## src/sv/looped_stream_ring_refill_core_assert.svh

```systemverilog
// ----------------------------------------------------------------------------
// looped stream ring refill assertion macros
// clocked on clk, disabled while arst_n is low
// ----------------------------------------------------------------------------
`ifndef LOOPED_STREAM_RING_REFILL_CORE_ASSERT_SVH
`define LOOPED_STREAM_RING_REFILL_CORE_ASSERT_SVH

// condition must hold at every edge out of reset
`define LSRR_ASSERT_ALWAYS(lbl, cond, msg) \
	lbl: assert property (@(posedge clk) disable iff (!arst_n) (cond)) else $error(msg);

// consequence must hold in the cycle after the trigger
`define LSRR_ASSERT_NEXT(lbl, trig, cons, msg) \
	lbl: assert property (@(posedge clk) disable iff (!arst_n) (trig) |=> (cons)) else $error(msg);

`endif

```

## src/sv/lsrr_pkg.sv

```systemverilog
`timescale 1ns / 1ps
// ----------------------------------------------------------------------------
// lsrr_pkg
// shared types, widths and codes of the looped stream ring refill core
// ----------------------------------------------------------------------------
package lsrr_pkg;

	localparam int RING_BYTES  = 8192;
	localparam int DST_W       = $clog2(RING_BYTES);
	localparam int RING_W      = DST_W + 8;
	localparam int REM_W       = RING_W + 1;
	localparam int COUNT_W     = REM_W - 8;
	localparam int SRC_W       = 32;
	localparam int SRC_BYTE_W  = 23;
	localparam int CFG_POS_W   = 31;
	localparam int CFG_W       = 32;
	localparam int CFG_IDX_W   = 3;
	localparam int FC_W        = 9;
	localparam int DELAY_W     = 8;
	localparam int PROD_W      = 48;
	localparam int MAX_CMDS    = 4;
	localparam int CMD_IDX_W   = $clog2(MAX_CMDS);

	localparam logic [REM_W-1:0] RING_Q8   = REM_W'(RING_BYTES) << 8;
	localparam logic [SRC_W-1:0] SRC_START = SRC_W'(RING_BYTES) << 8;
	localparam logic [FC_W-1:0]  FC_START  = '1;

	// configuration register indexes
	localparam logic [CFG_IDX_W-1:0] CFG_LOOP_START  = 3'd0;
	localparam logic [CFG_IDX_W-1:0] CFG_TOTAL_LEN   = 3'd1;
	localparam logic [CFG_IDX_W-1:0] CFG_LOOPED      = 3'd2;
	localparam logic [CFG_IDX_W-1:0] CFG_RATE        = 3'd3;
	localparam logic [CFG_IDX_W-1:0] CFG_START_DELAY = 3'd4;

	localparam logic MODE_START = 1'b0;
	localparam logic MODE_TICK  = 1'b1;

	typedef enum logic [2:0] {
		ST_IDLE,
		ST_MUL,
		ST_SAT,
		ST_CHECK,
		ST_ROOM,
		ST_PIECE,
		ST_LOAD
	} state_t;

	typedef struct packed {
		logic start;
		logic count_frame;
		logic capture;
		logic mul;
		logic sat;
		logic check;
		logic room;
		logic piece;
		logic load;
	} lsrr_cmd_t;

	typedef struct packed {
		logic delay_done;
		logic final_cmd;
		logic last_slot;
	} lsrr_status_t;

endpackage

```

## src/sv/lsrr_datapath.sv

```systemverilog
`timescale 1ns / 1ps
// ----------------------------------------------------------------------------
// lsrr_datapath
// config registers, stream position state, amount and piece arithmetic
// ----------------------------------------------------------------------------
module lsrr_datapath (
	input  logic                                clk,
	input  logic                                arst_n,
	input  logic                                cfg_we,
	input  logic [lsrr_pkg::CFG_IDX_W-1:0]      cfg_index,
	input  logic [lsrr_pkg::CFG_W-1:0]          cfg_data,
	input  logic [31:0]                         elapsed_ticks,
	input  lsrr_pkg::lsrr_cmd_t                 cmd,
	output lsrr_pkg::lsrr_status_t              status,
	output logic [lsrr_pkg::SRC_BYTE_W-1:0]     src_byte,
	output logic [lsrr_pkg::DST_W-1:0]          dst_byte,
	output logic [lsrr_pkg::COUNT_W-1:0]        byte_count,
	output logic                                fill_zero,
	output logic                                last
);

	// configuration
	logic [lsrr_pkg::CFG_POS_W-1:0] loop_start_q;
	logic [lsrr_pkg::CFG_POS_W-1:0] total_len_q;
	logic                           looped_q;
	logic [31:0]                    rate_q;
	logic [lsrr_pkg::DELAY_W-1:0]   delay_q;

	// stream state
	logic [lsrr_pkg::SRC_W-1:0]     src_pos_q;
	logic [lsrr_pkg::RING_W-1:0]    ring_pos_q;
	logic [lsrr_pkg::FC_W-1:0]      frame_count_q;
	logic                           zero_mode_q;

	// per tick working registers
	logic [31:0]                    elapsed_q;
	logic [lsrr_pkg::PROD_W-1:0]    product_q;
	logic [lsrr_pkg::REM_W-1:0]     rem_q;
	logic [lsrr_pkg::REM_W-1:0]     limit_q;
	logic [lsrr_pkg::REM_W-1:0]     piece_q;
	logic                           final_q;
	logic [lsrr_pkg::CMD_IDX_W-1:0] n_q;

	logic [63:0]                    full_prod;
	logic [lsrr_pkg::REM_W-1:0]     rem_sat;
	logic                           wrap_ok;
	logic                           src_ge_total;
	logic [lsrr_pkg::SRC_W-1:0]     wrap_src;
	logic                           wrap_zero;
	logic [lsrr_pkg::REM_W-1:0]     ring_room;
	logic [lsrr_pkg::SRC_W-1:0]     src_room;
	logic [lsrr_pkg::REM_W-1:0]     limit_next;
	logic                           fits;
	logic [lsrr_pkg::SRC_W-1:0]     src_sum;
	logic                           sum_ge_total;
	logic [8:0]                     frac_sum;
	logic [lsrr_pkg::COUNT_W-1:0]   count_next;
	logic [9:0]                     fc_ext;
	logic [9:0]                     delay_ext;

	always_ff @(posedge clk or negedge arst_n) begin
		if (!arst_n) begin
			loop_start_q <= '0;
			total_len_q  <= '0;
			looped_q     <= 1'b0;
			rate_q       <= '0;
			delay_q      <= '0;
		end else if (cfg_we) begin
			case (cfg_index)
				lsrr_pkg::CFG_LOOP_START:  loop_start_q <= cfg_data[lsrr_pkg::CFG_POS_W-1:0];
				lsrr_pkg::CFG_TOTAL_LEN:   total_len_q  <= cfg_data[lsrr_pkg::CFG_POS_W-1:0];
				lsrr_pkg::CFG_LOOPED:      looped_q     <= cfg_data[0];
				lsrr_pkg::CFG_RATE:        rate_q       <= cfg_data;
				lsrr_pkg::CFG_START_DELAY: delay_q      <= cfg_data[lsrr_pkg::DELAY_W-1:0];
				default: ;
			endcase
		end
	end

	// source wrap outcome, shared by the entry check and the update
	always_comb begin
		wrap_ok      = loop_start_q < total_len_q;
		src_ge_total = src_pos_q >= {1'b0, total_len_q};
		wrap_zero    = wrap_ok ? ~looped_q : 1'b1;
		src_sum      = src_pos_q + lsrr_pkg::SRC_W'(piece_q);
		sum_ge_total = src_sum >= {1'b0, total_len_q};
		wrap_src     = {1'b0, loop_start_q};
	end

	assign full_prod = 64'(elapsed_q) * 64'(rate_q);
	assign rem_sat   = (product_q > lsrr_pkg::PROD_W'(lsrr_pkg::RING_Q8)) ?
		lsrr_pkg::RING_Q8 : product_q[lsrr_pkg::REM_W-1:0];

	always_comb begin
		ring_room = lsrr_pkg::RING_Q8 - lsrr_pkg::REM_W'(ring_pos_q);
		src_room  = {1'b0, total_len_q} - src_pos_q;
		if (zero_mode_q) begin
			limit_next = ring_room;
		end else if (src_room < lsrr_pkg::SRC_W'(ring_room)) begin
			limit_next = src_room[lsrr_pkg::REM_W-1:0];
		end else begin
			limit_next = ring_room;
		end
	end

	assign fits       = rem_q <= limit_q;
	assign frac_sum   = {1'b0, src_pos_q[7:0]} + {1'b0, piece_q[7:0]};
	assign count_next = piece_q[lsrr_pkg::REM_W-1:8] + lsrr_pkg::COUNT_W'(frac_sum[8]);

	assign fc_ext    = {frame_count_q[lsrr_pkg::FC_W-1], frame_count_q};
	assign delay_ext = {2'b00, delay_q};

	always_ff @(posedge clk or negedge arst_n) begin
		if (!arst_n) begin
			src_pos_q     <= lsrr_pkg::SRC_START;
			ring_pos_q    <= '0;
			frame_count_q <= lsrr_pkg::FC_START;
			zero_mode_q   <= 1'b0;
			n_q           <= '0;
			final_q       <= 1'b0;
		end else begin
			if (cmd.start) begin
				src_pos_q     <= lsrr_pkg::SRC_START;
				ring_pos_q    <= '0;
				frame_count_q <= lsrr_pkg::FC_START;
				zero_mode_q   <= 1'b0;
			end else if (cmd.count_frame) begin
				frame_count_q <= frame_count_q + 1'b1;
			end else if (cmd.check) begin
				// source already past its end on entry
				if (!zero_mode_q && src_ge_total) begin
					if (wrap_ok) begin
						src_pos_q <= wrap_src;
					end
					zero_mode_q <= wrap_zero;
				end
			end else if (cmd.load) begin
				if (!zero_mode_q) begin
					if (sum_ge_total) begin
						src_pos_q   <= wrap_ok ? wrap_src : src_sum;
						zero_mode_q <= wrap_zero;
					end else begin
						src_pos_q <= src_sum;
					end
				end
				ring_pos_q <= ring_pos_q + piece_q[lsrr_pkg::RING_W-1:0];
			end
			if (cmd.sat) begin
				n_q <= '0;
			end else if (cmd.load) begin
				n_q <= n_q + 1'b1;
			end
			if (cmd.piece) begin
				final_q <= fits || (n_q == lsrr_pkg::CMD_IDX_W'(lsrr_pkg::MAX_CMDS - 1));
			end
		end
	end

	always_ff @(posedge clk) begin
		if (cmd.capture) begin
			elapsed_q <= elapsed_ticks;
		end
		if (cmd.mul) begin
			product_q <= full_prod[63:16];
		end
		if (cmd.sat) begin
			rem_q <= rem_sat;
		end else if (cmd.load) begin
			rem_q <= rem_q - piece_q;
		end
		if (cmd.room) begin
			limit_q <= limit_next;
		end
		if (cmd.piece) begin
			piece_q <= fits ? rem_q : limit_q;
		end
		if (cmd.load) begin
			src_byte   <= zero_mode_q ? '0 : src_pos_q[lsrr_pkg::SRC_BYTE_W+7:8];
			dst_byte   <= ring_pos_q[lsrr_pkg::RING_W-1:8];
			byte_count <= count_next;
			fill_zero  <= zero_mode_q;
			last       <= final_q;
		end
	end

	assign status.delay_done = $signed(fc_ext) >= $signed(delay_ext);
	assign status.final_cmd  = final_q;
	assign status.last_slot  = n_q == lsrr_pkg::CMD_IDX_W'(lsrr_pkg::MAX_CMDS - 1);

endmodule

```

## src/sv/lsrr_ctrl.sv

```systemverilog
`timescale 1ns / 1ps
// ----------------------------------------------------------------------------
// lsrr_ctrl
// sequencer for tick handling and the output register valid
// ----------------------------------------------------------------------------
`include "looped_stream_ring_refill_core_assert.svh"

module lsrr_ctrl (
	input  logic                   clk,
	input  logic                   arst_n,
	input  logic                   in_valid,
	input  logic                   mode,
	input  logic                   out_stall,
	input  lsrr_pkg::lsrr_status_t status,
	output logic                   in_stall,
	output logic                   out_valid,
	output lsrr_pkg::lsrr_cmd_t    cmd
);

	lsrr_pkg::state_t state_q;
	lsrr_pkg::state_t state_next;
	logic             out_valid_q;
	logic             can_load;

	assign can_load = !out_valid_q || !out_stall;

	always_comb begin
		state_next = state_q;
		case (state_q)
			lsrr_pkg::ST_IDLE: begin
				if (in_valid && mode == lsrr_pkg::MODE_TICK && status.delay_done) begin
					state_next = lsrr_pkg::ST_MUL;
				end
			end
			lsrr_pkg::ST_MUL:   state_next = lsrr_pkg::ST_SAT;
			lsrr_pkg::ST_SAT:   state_next = lsrr_pkg::ST_CHECK;
			lsrr_pkg::ST_CHECK: state_next = lsrr_pkg::ST_ROOM;
			lsrr_pkg::ST_ROOM:  state_next = lsrr_pkg::ST_PIECE;
			lsrr_pkg::ST_PIECE: state_next = lsrr_pkg::ST_LOAD;
			lsrr_pkg::ST_LOAD: begin
				if (can_load) begin
					state_next = status.final_cmd ? lsrr_pkg::ST_IDLE : lsrr_pkg::ST_CHECK;
				end
			end
			default: state_next = lsrr_pkg::ST_IDLE;
		endcase
	end

	always_comb begin
		cmd      = '0;
		in_stall = 1'b1;
		case (state_q)
			lsrr_pkg::ST_IDLE: begin
				in_stall = 1'b0;
				if (in_valid) begin
					if (mode == lsrr_pkg::MODE_START) begin
						cmd.start = 1'b1;
					end else if (!status.delay_done) begin
						cmd.count_frame = 1'b1;
					end else begin
						cmd.capture = 1'b1;
					end
				end
			end
			lsrr_pkg::ST_MUL:   cmd.mul   = 1'b1;
			lsrr_pkg::ST_SAT:   cmd.sat   = 1'b1;
			lsrr_pkg::ST_CHECK: cmd.check = 1'b1;
			lsrr_pkg::ST_ROOM:  cmd.room  = 1'b1;
			lsrr_pkg::ST_PIECE: cmd.piece = 1'b1;
			lsrr_pkg::ST_LOAD:  cmd.load  = can_load;
			default: ;
		endcase
	end

	always_ff @(posedge clk or negedge arst_n) begin
		if (!arst_n) begin
			state_q     <= lsrr_pkg::ST_IDLE;
			out_valid_q <= 1'b0;
		end else begin
			state_q <= state_next;
			if (cmd.load) begin
				out_valid_q <= 1'b1;
			end else if (!out_stall) begin
				out_valid_q <= 1'b0;
			end
		end
	end

	assign out_valid = out_valid_q;

	`LSRR_ASSERT_ALWAYS(a_load_free, !cmd.load || !out_valid_q || !out_stall, "load over a held result")
	`LSRR_ASSERT_NEXT(a_final_idle, cmd.load && status.final_cmd, state_q == lsrr_pkg::ST_IDLE, "final command did not end the tick")
	`LSRR_ASSERT_NEXT(a_fourth_final, cmd.piece && status.last_slot, status.final_cmd, "fourth command not final")
	`LSRR_ASSERT_NEXT(a_load_valid, cmd.load, out_valid, "loaded result not shown")

endmodule

```

## src/sv/looped_stream_ring_refill_core.sv

```systemverilog
`timescale 1ns / 1ps
// ----------------------------------------------------------------------------
// looped_stream_ring_refill_core
// turns timer ticks into copy/clear commands refilling a playback ring
// buffer from a looping pcm source
// ----------------------------------------------------------------------------
//  channel  handshake            payload
//  in       in_valid / in_stall  mode, elapsed_ticks
//  out      out_valid / out_stall src_byte, dst_byte, byte_count, fill_zero, last
//  cfg      cfg_we               cfg_index, cfg_data
//
//  a start item or a tick still in its startup delay is taken without leaving idle
//  a copying tick steps through capture, multiply and saturate, then the
//  per command check / room / piece / update sequence over one shared datapath
//  the last command sits in the output register while the next item is taken
//  out_stall only holds the command sequence when a new command is ready
//  arst_n clears control and stream state; positions restart as after a start item
// ----------------------------------------------------------------------------
module looped_stream_ring_refill_core (
	input  logic                               clk,
	input  logic                               arst_n,
	// item input
	input  logic                               in_valid,
	output logic                               in_stall,
	input  logic                               mode,
	input  logic [31:0]                        elapsed_ticks,
	// command output
	output logic                               out_valid,
	input  logic                               out_stall,
	output logic [lsrr_pkg::SRC_BYTE_W-1:0]    src_byte,
	output logic [lsrr_pkg::DST_W-1:0]         dst_byte,
	output logic [lsrr_pkg::COUNT_W-1:0]       byte_count,
	output logic                               fill_zero,
	output logic                               last,
	// register writes
	input  logic                               cfg_we,
	input  logic [lsrr_pkg::CFG_IDX_W-1:0]     cfg_index,
	input  logic [lsrr_pkg::CFG_W-1:0]         cfg_data
);

	// controller to datapath commands and back
	lsrr_pkg::lsrr_cmd_t    cmd;
	lsrr_pkg::lsrr_status_t status;

	// sequencer: start, delay count, multiply, saturate, then per command steps
	lsrr_ctrl u_ctrl (
		.clk       (clk),
		.arst_n    (arst_n),
		.in_valid  (in_valid),
		.mode      (mode),
		.out_stall (out_stall),
		.status    (status),
		.in_stall  (in_stall),
		.out_valid (out_valid),
		.cmd       (cmd)
	);

	// positions, amount, room and piece arithmetic, output register
	lsrr_datapath u_datapath (
		.clk           (clk),
		.arst_n        (arst_n),
		.cfg_we        (cfg_we),
		.cfg_index     (cfg_index),
		.cfg_data      (cfg_data),
		.elapsed_ticks (elapsed_ticks),
		.cmd           (cmd),
		.status        (status),
		.src_byte      (src_byte),
		.dst_byte      (dst_byte),
		.byte_count    (byte_count),
		.fill_zero     (fill_zero),
		.last          (last)
	);

endmodule
```

## config.mk

```make
export PLATFORM = sky130hd
export DESIGN_NAME = looped_stream_ring_refill_core
export DESIGN_NICKNAME = d
export VERILOG_FILES = /design/src/sv/lsrr_pkg.sv /design/src/sv/lsrr_datapath.sv /design/src/sv/lsrr_ctrl.sv /design/src/sv/looped_stream_ring_refill_core.sv
export VERILOG_INCLUDE_DIRS = /design/src /design/src/sv
export SDC_FILE = /design/constraint.sdc
export NUM_CORES = 2
export LEC_CHECK = 0
export BUFFER_PORTS_ARGS = -buffer_cell sky130_fd_sc_hd__buf_2
export CELL_PAD_IN_SITES_DETAIL_PLACEMENT = 0
export CELL_PAD_IN_SITES_GLOBAL_PLACEMENT = 1
export CORE_AREA = 2 2 525 266
export CTS_CLUSTER_DIAMETER = 50
export CTS_CLUSTER_SIZE = 20
export DETAILED_ROUTE_END_ITERATION = 7
export DIE_AREA = 0 0 527 268
export PLACE_DENSITY_LB_ADDON = 0.08
export SLEW_MARGIN = 20
export SYNTH_ARGS = -nofsm -noshare
export SYNTH_HDL_FRONTEND = slang
export SYNTH_SLANG_ARGS = --single-unit
```

## constraint.sdc

```tcl
create_clock -name clk -period 8.4 [get_ports clk]
set_input_delay 0.42 -clock clk [delete_from_list [all_inputs] [get_ports clk]]
set_output_delay 0.42 -clock clk [all_outputs]
set_load 0.005 [all_outputs]
```

# == Yosys cells after proc, flatten, opt, wreduce, memory -nomap -nowiden ==
# Index checks and enable logic that the tools add are counted.
# W data, S select, Z words.
# totals
regBits,371
elab_cells,133
# op_classes
reduce_logical,23
n_addsub,9
mul,1
n_eq_ne,19
n_mux,50
magnitude_cmp,7
n_bitwise,1
# ops
op,count
$mux W32,9
$mux W22,6
$mux W21,4
$ge A32 B31 Y1,2
$mul A32 B32 Y64,1
$gt A48 B22 Y1 const B,1
$add A32 B22 Y32,1
$lt A32 B22 Y1,1
$sub A31 B32 Y32,1
$lt A31 B31 Y1,1
$le A22 B22 Y1,1
$sub A22 B21 Y22 const A,1
$sub A22 B22 Y22,1
$add A21 B21 Y21,1
$pmux W3 S7,1
$mux W1,20
$mux W9,2
$add A14 B1 Y14,1
$eq A3 B2 Y1 const B,4
$eq A3 B3 Y1 const B,4
$mux W3,4
$reduce_and A2 Y1,6
$ne A2 B1 Y1 const B,5
$add A8 B8 Y9,1
17 further kinds,31

# == Longest topological paths before layout ==
# depth
word_depth,8
ltp_mapped,31
depth_no_buf,29

# == Cells and area by module ==
# From an unflattened synthesis, not the netlist that was laid out.
# unflattened
hier_cells,5643
hier_area_um2,54626.1
# modules_own_cells
module,n_inst,area_each_um2,cells_each
lsrr_datapath,1,54368.4,5611
lsrr_ctrl,1,257.7,32

# == Least setup slack after synthesis ==
# No wires, ideal clock.
# synth_path
kind,reg-to-reg
from,register u_datapath.elapsed_q[19]
to,register u_datapath.product_q[43] in the netlist's numbering (data pin)
arrival_ns,7.215
slack_ns,0.923
stages_incl_launch_ff,28
path_buffers,2
setup_ns,0.262
path_cell_list,edfxtp_1 clkbuf_1 and2_1 fa_1 inv_1 fa_1 fa_1 fa_1 inv_1 fa_1 fa_1 fa_1 inv_1 fa_1 inv_1 ha_1 a21oi_1 o21ai_0 o21ai_0 a31oi_1 a21oi_1 o21ai_1 a211oi_1 nor3_1 or3_1 buf_2 a211oi_1 xnor2_1
# synth_between
elab_chain_len,1
# synth_rtl
element,line_no,rtl
from (decl),lsrr_datapath.sv:36,logic [31:0] elapsed_q;
from (signal assigned),lsrr_datapath.sv:161,elapsed_q <= elapsed_ticks;
$mul A32 B32 Y64,lsrr_datapath.sv:90,assign full_prod = 64'(elapsed_q) * 64'(rate_q);
named net u_datapath.full_prod[59],lsrr_datapath.sv:44,logic [63:0] full_prod;
to (signal assigned),lsrr_datapath.sv:164,product_q <= full_prod[63:16];
to (decl),lsrr_datapath.sv:37,logic [lsrr_pkg::PROD_W-1:0] product_q;
# The timed path passes the listed nets, and every way through them passes these cells.
# A chain may end at the register's enable or synchronous reset.

# == Worst setup path in the final report ==
# layout_path
from,register u_datapath.elapsed_q[12]
to,register u_datapath.product_q[45] in the netlist's numbering (data pin)
# The elaborated chain is that of the path after synthesis.

==> results.yml <==
route:
  drc_violation_total_after_the_first_tritonroute_iteration: 2281
  vias: 38900
  drc: 0
  detail_route.wl_per_cell_um: 21.5
  drt_first_pass_iters: 6
  wirelength_um: 164000
  ant_nets: 0
  drt-vias-per-instance: 5.11
worst_hold_path:
  hp-class: "in -> reg"
worst_setup_path:
  cpMaxStageDelayCell: "edfxtp_1"
  crit_top_cell: "fa_1"
  setup.worst_path.start_class: "flop"
  cp.buffers_inverters: 7
  criticalPathCategory: "reg -> reg"
  worst-endpoint-required_ns: 8.77
  critical_path.top_delay_family: "adder cells"
  critical_path_capture_point_type: "flop"
  path_max_fanout: 6
  critPathMaxStageDelay_ns: 0.56
  cp.arrival_ns: 8.47
synthesis:
  synthesis.nets: 7078
  synth_cell_types: 81
  postSynthRegisterBits: 371
  synth-seq-area-share_pct: 18.9
  yosys_warnings: 0
  ys.flop_type: "edfxtp_1"
  post_synth.cell_area_avg_um2: 9.66
  postSynthCellCount: 5635
  share_of_flip_flops_with_an_asynchronous_set_or_reset_pct: 46.6
  post_synth_instance_area_um2: 54400
  synth_edf_count: 198
floorplanning:
  die_width_um: 527
  floorplan.core_area_um2: 136000
  ioPinCount: 127
  die_height_um: 268
  initial_core_util_pct: 39.9
  die_area_um2: 141000
  placement_rows: 96
sta:
  fmaxAchievable_mhz: 123
  timing_max_transition_violations_final: 0
  hold_slack_ns: 0.0293
  timing_worst_slew_pin_value_ns: 1.10
  worst_clock_skew_ns: 0.0695
  setup_viol_count_final: 0
  hold_viol: 0
  slew-limit-headroom_pct: 26.8
  finalWorstPathRequiredPeriod_ns: 8.10
  timing.final.crit_share_pct: 96.5
global_route:
  grt_max_degree: 81
  grt_antenna_before_repair: 6
  grt_pass1_wl_um: 253000
  first_global_vias: 41400
  globalRouteTotalUtil_pct: 23.7
  globalRoute.totalOverflow: 0
placement:
  buffer_ports.inserted: 126
  gp_weighted_congestion: 0.866
  detailedPlacementHpwl_um: 135000
clock_network:
  clock_buffers_created_by_tritoncts: 51
  cts_buffer_depth: 3
  ctsRootBufferMaster: "clkbuf_16"
  cts.reportedPaths.clkPinSlew_ns: 0.06
  cts-htree-levels: 2
  cts_tree: "yes"
  cts.sinks: 371
  clock_latency_ns: 0.66
status:
  result_of_the_run: "finished, final reports clean"
run:
  drv_cap: 0
final_layout:
  final_common_cell: "inv_1"
  flow.area_growth_from_synthesis_pct: 10.3
  layout-drive-gt1-share_pct: 9.07
  nets: 7202
  mostFrequentLayoutCells: "inv_1 (1057), fa_1 (899), nand2_1 (652), and2_1 (588), ha_1 (471)"
  final_core_utilization_pct: 44.0
==> stage by stage <==
stage          worst slack, ns  TNS (ns)  instance area, µm²  instances
2_1_floorplan            0.923         0               54400       5635
3_3_place_gp             0.191         0               57700       7472
3_5_place_dp             0.109         0               57700       7472
4_1_cts                0.00348         0               59800       7600
5_1_grt               -0.00131  -0.00131               60000       7615
6_report                 0.295         0               60000       7616
==> path summary, 6_finish.rpt <==
kind	start	to	slack [ns]	depth (start not counted)
max reg2reg	u_datapath.elapsed_q[12]	u_datapath.product_q[45]	0.30	28
max	u_datapath.elapsed_q[12]	u_datapath.product_q[45]	0.30	28
min in group asynchronous	arst_n	u_datapath.ring_pos_q[2]	0.30	2
min reg2reg	u_datapath.delay_q[0]	u_datapath.delay_q[0]	0.51	1
min	elapsed_ticks[18]	u_datapath.elapsed_q[18]	0.03	1
max in group asynchronous	arst_n	u_datapath.rate_q[19]	6.81	3
==> cells by family (layout without fill, tap and decap cells) <==
| group | after synthesis | in the layout | share of synthesized area (%) |
|---|---|---|---|
| mux | 143 | 143 | 2.93 |
| simple gates | 1681 | 1681 | 15.5 |
| compound gates | 604 | 604 | 7.11 |
| other cells | 0 | 1 | 0 |
| buf+inv | 1304 | 1471 | 9.03 |
| flops | 371 | 371 | 18.9 |
| xor+xnor | 162 | 162 | 2.61 |
| fa+ha+maj | 1370 | 1370 | 43.9 |
==> synthesized netlist by cell type, drive strengths merged, types with 24 or more instances <==
master / instances / share of area (%)
nor3: 56 / 0.51
ha: 471 / 11
nor2: 139 / 0.96
nand2b: 24 / 0.28
nand3: 63 / 0.58
xor2: 56 / 0.90
o21bai: 25 / 0.34
clkbuf: 235 / 1.6
dfrtp: 163 / 7.5
fa: 899 / 33
xnor2: 106 / 1.7
mux2: 99 / 2.1
o21ai: 173 / 1.6
nand2: 653 / 4.5
a21oi: 144 / 1.3
inv: 1057 / 7.3
nand4: 36 / 0.41
mux2i: 44 / 0.81
a21o: 97 / 1.3
edfxtp: 198 / 11
and2: 589 / 6.8
nor2b: 33 / 0.38
==> routing by layer <==
layer / track usage (%) / routed length (µm) / vias up
met2: 40.5 / 79500 / 684
li1: - / - / 17900
met5: 0 / 0 / -
met1: 32.9 / 75500 / 20200
met4: 5.06 / 3510 / 0
met3: 1.90 / 5000 / 141
==> sequential cells by signal, indices dropped and copies added (netlist names), 2 cells and up <==
name,count
u_datapath.byte_count,14
u_ctrl.state_q,3
u_datapath.dst_byte,13
u_datapath.ring_pos_q,21
u_datapath.total_len_q,31
u_datapath.loop_start_q,31
u_datapath.piece_q,22
u_datapath.n_q,2
u_datapath.frame_count_q,9
u_datapath.delay_q,8
u_datapath.rate_q,32
u_datapath.rem_q,22
u_datapath.limit_q,22
u_datapath.elapsed_q,32
u_datapath.src_pos_q,32
u_datapath.product_q,48
u_datapath.src_byte,23
==> what timing repair did <==
item / in CTS / in global routing
setup endpoints to repair: 0 / 15
hold buffers: 32 / 0
buffers inserted: 0 / 15
resized for setup: 0 / 13
hold endpoints to repair: 82 / 0
==> cell type report <==
type	count	area, µm²
clock buffer	58	1370
fill	13400	76400
antenna	1	2.50
sequential	371	10300
clock inverter	38	469
tap	1813	2270
timing repair buffer	317	2330
multi-input combinational	3960	39300
inverter	1058	3970
Power is left out: the tool's default activity adds up to more than one toggle a clock period on the data nets, which glitch-free logic cannot reach.
